$ cat config.mk
export PLATFORM = sky130hd
export DESIGN_NAME = symbol_rate_register_calculator
export DESIGN_NICKNAME = d
export VERILOG_FILES = /design/src/rtl/core/srrc_pkg.sv /design/src/rtl/core/srrc_clamp.sv /design/src/rtl/core/srrc_prep.sv /design/src/rtl/core/srrc_div_stage.sv /design/src/rtl/core/symbol_rate_register_calculator.sv
export SDC_FILE = /design/constraint.sdc
export NUM_CORES = 2
export LEC_CHECK = 0
export ABC_AREA = 1
export ABC_CLOCK_PERIOD_IN_PS = 9700
export BUFFER_PORTS_ARGS = -buffer_cell sky130_fd_sc_hd__clkbuf_2
export CAP_MARGIN = 20
export CORE_UTILIZATION = 40
export CTS_CLUSTER_SIZE = 12
export DETAILED_ROUTE_END_ITERATION = 10
export SYNTH_ARGS = -nofsm -noshare
export SYNTH_HDL_FRONTEND = slang
export SYNTH_SLANG_ARGS = --single-unit
$ cat constraint.sdc
create_clock -name aclk -period 9.7 [get_ports aclk]
set_input_delay 1.94 -clock aclk [delete_from_list [all_inputs] [get_ports aclk]]
set_output_delay 1.94 -clock aclk [all_outputs]
set_load 0.005 [all_outputs]
$ cat src/rtl/core/srrc_pkg.sv
// Shared constants, register codes and pipeline word type for the symbol rate calculator.
package srrc_pkg;

    // Crystal frequency in Hz; RATE_MAX, each threshold and divisor derive from it.
    localparam longint unsigned XTAL_HZ = 64'd69600000;

    localparam int RATE_W    = 26;
    localparam int REQ_W     = 32;
    localparam int NDEC_W    = 2;
    localparam int BYTE_W    = 8;
    localparam int DBASE_W   = 6;

    localparam logic [RATE_W-1:0] RATE_MIN = RATE_W'(500000);
    localparam logic [RATE_W-1:0] RATE_MAX = RATE_W'(XTAL_HZ / 2);

    // Decimation thresholds.
    localparam logic [RATE_W-1:0] RATE_X16 = RATE_W'(XTAL_HZ / 16);
    localparam logic [RATE_W-1:0] RATE_X32 = RATE_W'(XTAL_HZ / 32);
    localparam logic [RATE_W-1:0] RATE_X64 = RATE_W'(XTAL_HZ / 64);

    // Filter-select thresholds, crystal over a divisor given in tenths.
    localparam logic [RATE_W-1:0] RATE_T123 = RATE_W'((XTAL_HZ * 10) / 123);
    localparam logic [RATE_W-1:0] RATE_T146 = RATE_W'((XTAL_HZ * 10) / 146);
    localparam logic [RATE_W-1:0] RATE_T492 = RATE_W'((XTAL_HZ * 10) / 492);
    localparam logic [RATE_W-1:0] RATE_T984 = RATE_W'((XTAL_HZ * 10) / 984);

    // Baud ratio division: (s * 2^20 + FIN/2) / FIN, one quotient bit per step.
    localparam int RDIV_W     = 24;                 // divisor and trial width
    localparam int RREM_W     = RDIV_W - 1;         // remainder stays below FIN
    localparam int RQUO_W     = 24;                 // quotient bits computed
    localparam int RATIO_W    = 22;                 // bits kept
    localparam int RSHIFT     = 20;
    localparam int RNUM_W     = RATE_W + RSHIFT;
    localparam logic [RDIV_W-1:0] FIN      = RDIV_W'(XTAL_HZ / 16);
    localparam logic [RNUM_W-1:0] FIN_HALF = RNUM_W'((XTAL_HZ / 16) / 2);

    // Inverse ratio division: (XTAL * 32) / s. It runs the same number of steps
    // as the baud ratio divider, so its quotient is as wide.
    localparam int IQUO_W = 24;
    localparam int INUM_W = 32;
    localparam logic [INUM_W-1:0] INV_NUM = INUM_W'(XTAL_HZ * 32);
    localparam logic [RATE_W-1:0] INV_REM_INIT = RATE_W'((XTAL_HZ * 32) >> IQUO_W);
    localparam logic [IQUO_W-1:0] INV_SAT = IQUO_W'(255);

    // Division pipeline shape.
    localparam int BITS_PER_STAGE = 2;
    localparam int DIV_STAGES     = RQUO_W / BITS_PER_STAGE;

    // Configuration register indexes.
    localparam int CFG_IDX_W = 8;
    localparam logic [CFG_IDX_W-1:0] CFG_DECIM_BASE  = CFG_IDX_W'(0);
    localparam logic [CFG_IDX_W-1:0] CFG_FILTER_BASE = CFG_IDX_W'(1);
    localparam logic [DBASE_W-1:0]   DECIM_BASE_RST  = DBASE_W'(10);
    localparam logic [BYTE_W-1:0]    FILTER_BASE_RST = BYTE_W'(99);

    // One word in flight through the division pipeline.
    typedef struct packed {
        logic [RATE_W-1:0] rate;
        logic [NDEC_W-1:0] ndec;
        logic              sfil;
        logic [RREM_W-1:0] rrem;
        logic [RQUO_W-1:0] rbits;
        logic [RQUO_W-1:0] rquo;
        logic [RATE_W-1:0] irem;
        logic [RATE_W-1:0] idiv;
        logic [IQUO_W-1:0] ibits;
        logic [IQUO_W-1:0] iquo;
    } srrc_item_t;

endpackage

$ cat src/rtl/core/srrc_clamp.sv
// Input stage: clamp the requested rate into the supported range.
module srrc_clamp
    import srrc_pkg::*;
(
    input  logic              aclk,
    input  logic              aresetn,
    input  logic              in_valid,
    output logic              in_ready,
    input  logic [REQ_W-1:0]  in_rate,
    output logic              out_valid,
    input  logic              out_ready,
    output logic [RATE_W-1:0] out_rate
);

    logic              valid_reg;
    logic [RATE_W-1:0] rate_reg;
    logic [RATE_W-1:0] rate_next;

    assign in_ready = ~valid_reg | out_ready;

    always_comb begin
        if (in_rate > REQ_W'(RATE_MAX)) begin
            rate_next = RATE_MAX;
        end else if (in_rate < REQ_W'(RATE_MIN)) begin
            rate_next = RATE_MIN;
        end else begin
            rate_next = in_rate[RATE_W-1:0];
        end
    end

    always_ff @(posedge aclk) begin
        if (!aresetn) begin
            valid_reg <= 1'b0;
        end else if (in_ready) begin
            valid_reg <= in_valid;
        end
    end

    always_ff @(posedge aclk) begin
        if (in_valid && in_ready) begin
            rate_reg <= rate_next;
        end
    end

    assign out_valid = valid_reg;
    assign out_rate  = rate_reg;

endmodule

$ cat src/rtl/core/srrc_prep.sv
// Select stage: decimation count, filter bit and division seeds.
module srrc_prep
    import srrc_pkg::*;
(
    input  logic              aclk,
    input  logic              aresetn,
    input  logic              in_valid,
    output logic              in_ready,
    input  logic [RATE_W-1:0] in_rate,
    output logic              out_valid,
    input  logic              out_ready,
    output srrc_item_t        out_item
);

    logic              valid_reg;
    srrc_item_t        item_reg;
    srrc_item_t        item_next;
    logic [NDEC_W-1:0] ndec;
    logic              sfil;
    logic [RATE_W-1:0] scaled;
    logic [RNUM_W-1:0] num;

    assign in_ready = ~valid_reg | out_ready;

    always_comb begin
        priority if (in_rate < RATE_X64) begin
            ndec = NDEC_W'(3);
        end else if (in_rate < RATE_X32) begin
            ndec = NDEC_W'(2);
        end else if (in_rate < RATE_X16) begin
            ndec = NDEC_W'(1);
        end else begin
            ndec = NDEC_W'(0);
        end
    end

    // Later thresholds in the chain override earlier ones: test from the last.
    always_comb begin
        priority if (in_rate < RATE_T984) begin
            sfil = 1'b1;
        end else if (in_rate < RATE_X64) begin
            sfil = 1'b0;
        end else if (in_rate < RATE_T492) begin
            sfil = 1'b1;
        end else if (in_rate < RATE_X32) begin
            sfil = 1'b0;
        end else if (in_rate < RATE_T146) begin
            sfil = 1'b1;
        end else if (in_rate < RATE_X16) begin
            sfil = 1'b0;
        end else if (in_rate < RATE_T123) begin
            sfil = 1'b1;
        end else begin
            sfil = 1'b0;
        end
    end

    always_comb begin
        scaled = in_rate << ndec;
        num    = {scaled, RSHIFT'(0)} + FIN_HALF;

        item_next       = '0;
        item_next.rate  = in_rate;
        item_next.ndec  = ndec;
        item_next.sfil  = sfil;
        item_next.rrem  = RREM_W'(num[RNUM_W-1:RQUO_W]);
        item_next.rbits = num[RQUO_W-1:0];
        item_next.rquo  = '0;
        item_next.irem  = INV_REM_INIT;
        item_next.idiv  = scaled;
        item_next.ibits = INV_NUM[IQUO_W-1:0];
        item_next.iquo  = '0;
    end

    always_ff @(posedge aclk) begin
        if (!aresetn) begin
            valid_reg <= 1'b0;
        end else if (in_ready) begin
            valid_reg <= in_valid;
        end
    end

    always_ff @(posedge aclk) begin
        if (in_valid && in_ready) begin
            item_reg <= item_next;
        end
    end

    assign out_valid = valid_reg;
    assign out_item  = item_reg;

endmodule

$ cat src/rtl/core/srrc_div_stage.sv
// Division stage: advance both restoring dividers by a fixed number of quotient bits.
module srrc_div_stage
    import srrc_pkg::*;
(
    input  logic       aclk,
    input  logic       aresetn,
    input  logic       in_valid,
    output logic       in_ready,
    input  srrc_item_t in_item,
    output logic       out_valid,
    input  logic       out_ready,
    output srrc_item_t out_item
);

    logic        valid_reg;
    srrc_item_t  item_reg;
    srrc_item_t  item_next;

    logic [RDIV_W-1:0] rtrial;
    logic [RATE_W:0]   itrial;

    assign in_ready = ~valid_reg | out_ready;

    always_comb begin
        item_next = in_item;
        rtrial    = '0;
        itrial    = '0;
        for (int k = 0; k < BITS_PER_STAGE; k++) begin
            // Baud ratio: shift in the next dividend bit, subtract FIN when it fits.
            rtrial          = {item_next.rrem, item_next.rbits[RQUO_W-1]};
            item_next.rbits = item_next.rbits << 1;
            if (rtrial >= FIN) begin
                rtrial         = rtrial - FIN;
                item_next.rquo = {item_next.rquo[RQUO_W-2:0], 1'b1};
            end else begin
                item_next.rquo = {item_next.rquo[RQUO_W-2:0], 1'b0};
            end
            item_next.rrem = rtrial[RREM_W-1:0];

            // Inverse ratio: same step against the scaled rate.
            itrial          = {item_next.irem, item_next.ibits[IQUO_W-1]};
            item_next.ibits = item_next.ibits << 1;
            if (itrial >= {1'b0, item_next.idiv}) begin
                itrial         = itrial - {1'b0, item_next.idiv};
                item_next.iquo = {item_next.iquo[IQUO_W-2:0], 1'b1};
            end else begin
                item_next.iquo = {item_next.iquo[IQUO_W-2:0], 1'b0};
            end
            item_next.irem = itrial[RATE_W-1:0];
        end
    end

    always_ff @(posedge aclk) begin
        if (!aresetn) begin
            valid_reg <= 1'b0;
        end else if (in_ready) begin
            valid_reg <= in_valid;
        end
    end

    always_ff @(posedge aclk) begin
        if (in_valid && in_ready) begin
            item_reg <= item_next;
        end
    end

    assign out_valid = valid_reg;
    assign out_item  = item_reg;

endmodule

$ cat src/rtl/core/symbol_rate_register_calculator.sv
// Top level of the symbol rate register calculator: clamp, select, divide, merge.
//
//  channel   | direction | handshake               | payload
//  ----------+-----------+-------------------------+------------------------------------
//  s_        | in        | s_tvalid / s_tready     | s_tdata[31:0]  rate_request
//  m_        | out       | m_tvalid / m_tready     | m_tdata[71:0]  five register values
//  cfg_      | in        | cfg_valid / cfg_ready   | cfg_index, cfg_data (base bytes)
//
// Each word passes from s_ to m_ through one clamp stage, one select stage and
// twelve division stages, each resolving two quotient bits of the baud ratio divider
// and two of the inverse ratio divider. A new word enters every cycle s_tready is high.
// Reset clears only the stage valid bits and the two base registers.
// Each stage holds its word while the next one is full and stalled; empty stages
// keep filling behind a stalled output, so s_tready drops only when every stage
// holds a word. The base bytes are merged at the output from the live registers.
module symbol_rate_register_calculator
    import srrc_pkg::*;
(
    input  logic                 aclk,
    input  logic                 aresetn,

    input  logic                 s_tvalid,
    output logic                 s_tready,
    input  logic [31:0]          s_tdata,    // [31:0] rate_request

    output logic                 m_tvalid,
    input  logic                 m_tready,
    // [25:0] clamped_rate, [33:26] decim_reg, [55:34] baud_ratio,
    // [63:56] inverse_ratio, [71:64] filter_reg
    output logic [71:0]          m_tdata,

    input  logic                 cfg_valid,
    output logic                 cfg_ready,
    input  logic [CFG_IDX_W-1:0] cfg_index,
    input  logic [BYTE_W-1:0]    cfg_data
);

    logic [DBASE_W-1:0] decim_base_reg;
    logic [BYTE_W-1:0]  filter_base_reg;

    logic              clamp_valid;
    logic              clamp_ready;
    logic [RATE_W-1:0] clamp_rate;

    logic       stage_valid [DIV_STAGES+1];
    logic       stage_ready [DIV_STAGES+1];
    srrc_item_t stage_item  [DIV_STAGES+1];

    srrc_item_t          last_item;
    logic [IQUO_W:0]     inv_sum;
    logic [IQUO_W-1:0]   inv_half;
    logic [BYTE_W-1:0]   inverse_ratio;
    logic [BYTE_W-1:0]   decim_reg;
    logic [BYTE_W-1:0]   filter_reg;

    // Configuration: always ready, unknown indexes drop the word.
    assign cfg_ready = 1'b1;

    always_ff @(posedge aclk) begin
        if (!aresetn) begin
            decim_base_reg  <= DECIM_BASE_RST;
            filter_base_reg <= FILTER_BASE_RST;
        end else if (cfg_valid && cfg_ready) begin
            if (cfg_index == CFG_DECIM_BASE) begin
                decim_base_reg <= cfg_data[DBASE_W-1:0];
            end
            if (cfg_index == CFG_FILTER_BASE) begin
                filter_base_reg <= cfg_data;
            end
        end
    end

    srrc_clamp u_clamp (
        .aclk      (aclk),
        .aresetn   (aresetn),
        .in_valid  (s_tvalid),
        .in_ready  (s_tready),
        .in_rate   (s_tdata),
        .out_valid (clamp_valid),
        .out_ready (clamp_ready),
        .out_rate  (clamp_rate)
    );

    srrc_prep u_prep (
        .aclk      (aclk),
        .aresetn   (aresetn),
        .in_valid  (clamp_valid),
        .in_ready  (clamp_ready),
        .in_rate   (clamp_rate),
        .out_valid (stage_valid[0]),
        .out_ready (stage_ready[0]),
        .out_item  (stage_item[0])
    );

    for (genvar g = 0; g < DIV_STAGES; g++) begin : g_div
        srrc_div_stage u_stage (
            .aclk      (aclk),
            .aresetn   (aresetn),
            .in_valid  (stage_valid[g]),
            .in_ready  (stage_ready[g]),
            .in_item   (stage_item[g]),
            .out_valid (stage_valid[g+1]),
            .out_ready (stage_ready[g+1]),
            .out_item  (stage_item[g+1])
        );
    end

    // Last division stage is the output register.
    assign last_item               = stage_item[DIV_STAGES];
    assign m_tvalid                = stage_valid[DIV_STAGES];
    assign stage_ready[DIV_STAGES] = m_tready;

    // Round the inverse quotient to half and saturate at one byte.
    always_comb begin
        inv_sum  = {1'b0, last_item.iquo} + (IQUO_W+1)'(1);
        inv_half = inv_sum[IQUO_W:1];
        if (inv_half > INV_SAT) begin
            inverse_ratio = INV_SAT[BYTE_W-1:0];
        end else begin
            inverse_ratio = inv_half[BYTE_W-1:0];
        end
    end

    assign decim_reg  = {last_item.ndec, decim_base_reg};
    assign filter_reg = filter_base_reg | {3'b000, last_item.sfil, 4'b0000};

    assign m_tdata = {filter_reg,
                      inverse_ratio,
                      last_item.rquo[RATIO_W-1:0],
                      decim_reg,
                      last_item.rate};

endmodule

==> impl_metrics.env <==
export IMPL_status="complete, no violations"
export IMPL_maxCapViolCount=0
export IMPL_io_pins=128
export IMPL_cts_tree="built"
export IMPL_h_tree_depth=4
export IMPL_ys_seq_area_frac=0.4467
export IMPL_slew_headroom=0.2658
export IMPL_grt_start_max_net_pins=133
export IMPL_synth_enable_flop_cells=1531
export IMPL_path_buf_inv=2
export IMPL_port_buffers=126
export IMPL_ys_types=71
export IMPL_crit_chain="clkbuf_2 > nor2_1 > nand2_1 > nor2_1 > nand2_1 > nor2_1 > nand2_1 > nor2_1 > nand2_1 > nor2_1 > nand2_1 > nor2_1 > nand2_1 > nor2_1 > nand2_1 > clkbuf_2"
export IMPL_ir_drop_mv=0.1813
export IMPL_cp_top_family="simple AND/OR/NAND/NOR gates"
export IMPL_first_pass_iters=6
export IMPL_antenna_found_initial=6
export IMPL_skew_ns=0.08354
export IMPL_grt_pass1_vias=78640
export IMPL_nFillCells=25610
export IMPL_critPathMaxStageDelay_ns=0.29
export IMPL_final_cell_mix="3395 x nand2_1, 1531 x edfxtp_1, 1408 x inv_1, 1086 x nor2_1, 795 x nand3_1"
export IMPL_p_total_uw=15020
export IMPL_yosys_warnings=0
export IMPL_wl_microns=278900
export IMPL_crit_path_start_kind="input port"
export IMPL_critPathLaunch="m_tready"
export IMPL_reg2reg_slack_ns=2.88
export IMPL_rows=186
export IMPL_period_minus_slack_ns=6.892
export IMPL_cts_root_buf="clkbuf_16"
export IMPL_largest_register_ff_count=1425
export IMPL_worstMarginPinSlew_ns=1.101
export IMPL_utilization=0.4415
export IMPL_ctsResizeCount=0
export IMPL_syn_cell_area_sq_um=104200
export IMPL_timing_fmax_ghz=0.1451
export IMPL_gp_congestion=0.9567
export IMPL_fin_crit_sh=0.7105
export IMPL_synthCells=12590
export IMPL_ctsHoldBuffers=0
export IMPL_post_cts_setup_buffer_count=0
export IMPL_die_height_microns=512.3
export IMPL_hold_path_class="reg -> reg"
export IMPL_critPathArrivalTime_ns=4.95
export IMPL_critPathCaptureType="output pin"
export IMPL_syn_to_final_growth_pct=9.295
export IMPL_start_util=0.4040
export IMPL_die_w_microns=512.3
export IMPL_fin_setup_tns_ns=0
export IMPL_crit_slowest_cell="nor2_1"
export IMPL_dp_final_hpwl_microns=220000
export IMPL_core_sq_um=257900
export IMPL_drt_iter0_markers=6621
export IMPL_leakage_uw=0.04819
export IMPL_powerDensity_nw_per_um2=132.0
export IMPL_reg2reg_from="g_div[7].u_stage.out_item[56]"
export IMPL_dieArea_sq_um=262500
export IMPL_worstSetupPathType="in -> out"
export IMPL_rsz0062_at_grt="no"
export IMPL_cp_max_fo=3
export IMPL_grt_pass1_wl_microns=436500
export IMPL_worstPathRequired_ns=7.76
export IMPL_setup_ws_ns=2.808
export IMPL_drive_above_1_share=0.05276
export IMPL_final_hold_viol_count=0
export IMPL_ant_nets=0
export IMPL_grt_overflow_total=0
export IMPL_async_reset_ff_frac=0
export IMPL_vias_per_cell=5.150
export IMPL_ys_ff_latch=1559
export IMPL_drt_wirelength_per_cell_microns=17.21
export IMPL_final_common_cell="nand2_1"
export IMPL_clk_pin_slew_worst_paths_ns=0.06
export IMPL_syn_avg_cell_area_sq_um=8.272
export IMPL_syn_nets=13270
export IMPL_setup_viol=0
export IMPL_clk_latency_ns=0.87
export IMPL_slew_violations=0
export IMPL_synth_main_ff_cell="edfxtp_1"
export IMPL_nets=13360
export IMPL_pre_cts_ws_ns=2.794
export IMPL_track_usage=0.2085
export IMPL_num_vias=83430
export IMPL_holdCritStartpoint="g_div[6].u_stage.out_item[173]"
export IMPL_cts_buffers=178
export IMPL_drc=0
export IMPL_cts_sinks=1559
export IMPL_ctsLongestPathBuffers=3
==> path summary, 6_finish.rpt <==
kind | end | cells past startpoint
setup / recovery | s_tready | 16
hold / removal | g_div[7].u_stage.out_item[173] | 0
setup reg to reg | g_div[8].u_stage.out_item[86] | 27
hold reg to reg | g_div[7].u_stage.out_item[173] | 0
==> synthesized netlist by cell type (64+ instances only) <==
cell / number / area [sq um]
nor4_1: 64 / 400.4
xor2_1: 503 / 4405
a21oi_1: 794 / 3974
nand3_1: 796 / 3984
inv_1: 1414 / 5308
o21ai_0: 746 / 3734
nand4_1: 166 / 1039
ha_1: 612 / 7657
buf_4: 82 / 615.6
edfxtp_1: 1531 / 45970
o21ai_1: 130 / 650.6
clkbuf_1: 86 / 322.8
nor2_1: 1093 / 4103
nor3_1: 155 / 775.7
nand2_1: 3395 / 12740
xnor2_1: 260 / 2277
==> final cells by class <==
class | count | area (sq um) | area share
timing repair buffer | 174 | 1071 | 0.009408
multi-input combinational | 9310 | 50640 | 0.4448
clock inverter | 94 | 1265 | 0.01111
tap | 3384 | 4234 | 0.03719
inverter | 1463 | 5517 | 0.04846
antenna | 2 | 5.005 | 0.00004396
sequential | 1559 | 46530 | 0.4087
clock buffer | 213 | 4586 | 0.04028
==> layer usage <==
layer / global-route usage / part of all wire / vias to the layer above
li1: - / - / 42680
met5: 0 / 0.000090 / -
met4: 0.05653 / 0.025 / 4
met2: 0.3452 / 0.46 / 1872
met1: 0.2838 / 0.46 / 38510
met3: 0.02932 / 0.050 / 364
==> kinds of logic (layout without fill, tap and decap cells) <==
family,count (synthesis),in the layout,share of synthesized area
and+or+nand+nor,5877,5877,0.2369
xor gates and xnor gates,766,766,0.06462
buffers and inverters,1723,1944,0.06789
AOI/OAI and AO/OA,2041,2041,0.1078
adders and majority gates,625,625,0.07601
DFF,1559,1559,0.4467
other,1,3,0.00003600
==> power breakdown <==
group          leakage, uW  internal [uW]  switching [uW]  total (uW)
Clock              0.00278           3840            2870        6710
Combinational       0.0313            267             559         826
Sequential          0.0141           7410            74.4        7490
Total               0.0482          11500            3510       15000
==> metrics by stage <==
step | instances | hold WS [ns] | cell area [sq um]
2_1_floorplan | 12590 | 0.4003 | 104200
5_1_grt | 16200 | 0.3754 | 113800
4_1_cts | 16200 | 0.3671 | 113800
6_report | 16200 | 0.3820 | 113800
3_3_place_gp | 15890 | 0.4005 | 107900
3_5_place_dp | 15890 | 0.4045 | 108000
==> worst reg2reg max path: cells and delay by family (launching register included) <==
family / cells / cell delay (ns)
simple gates: 14 / 2.39
compound gates: 6 / 1.73
buf+inv: 5 / 1.49
fa+ha+maj: 2 / 0.70
flops: 1 / 0.39
Power figures use the tool's default switching activity.
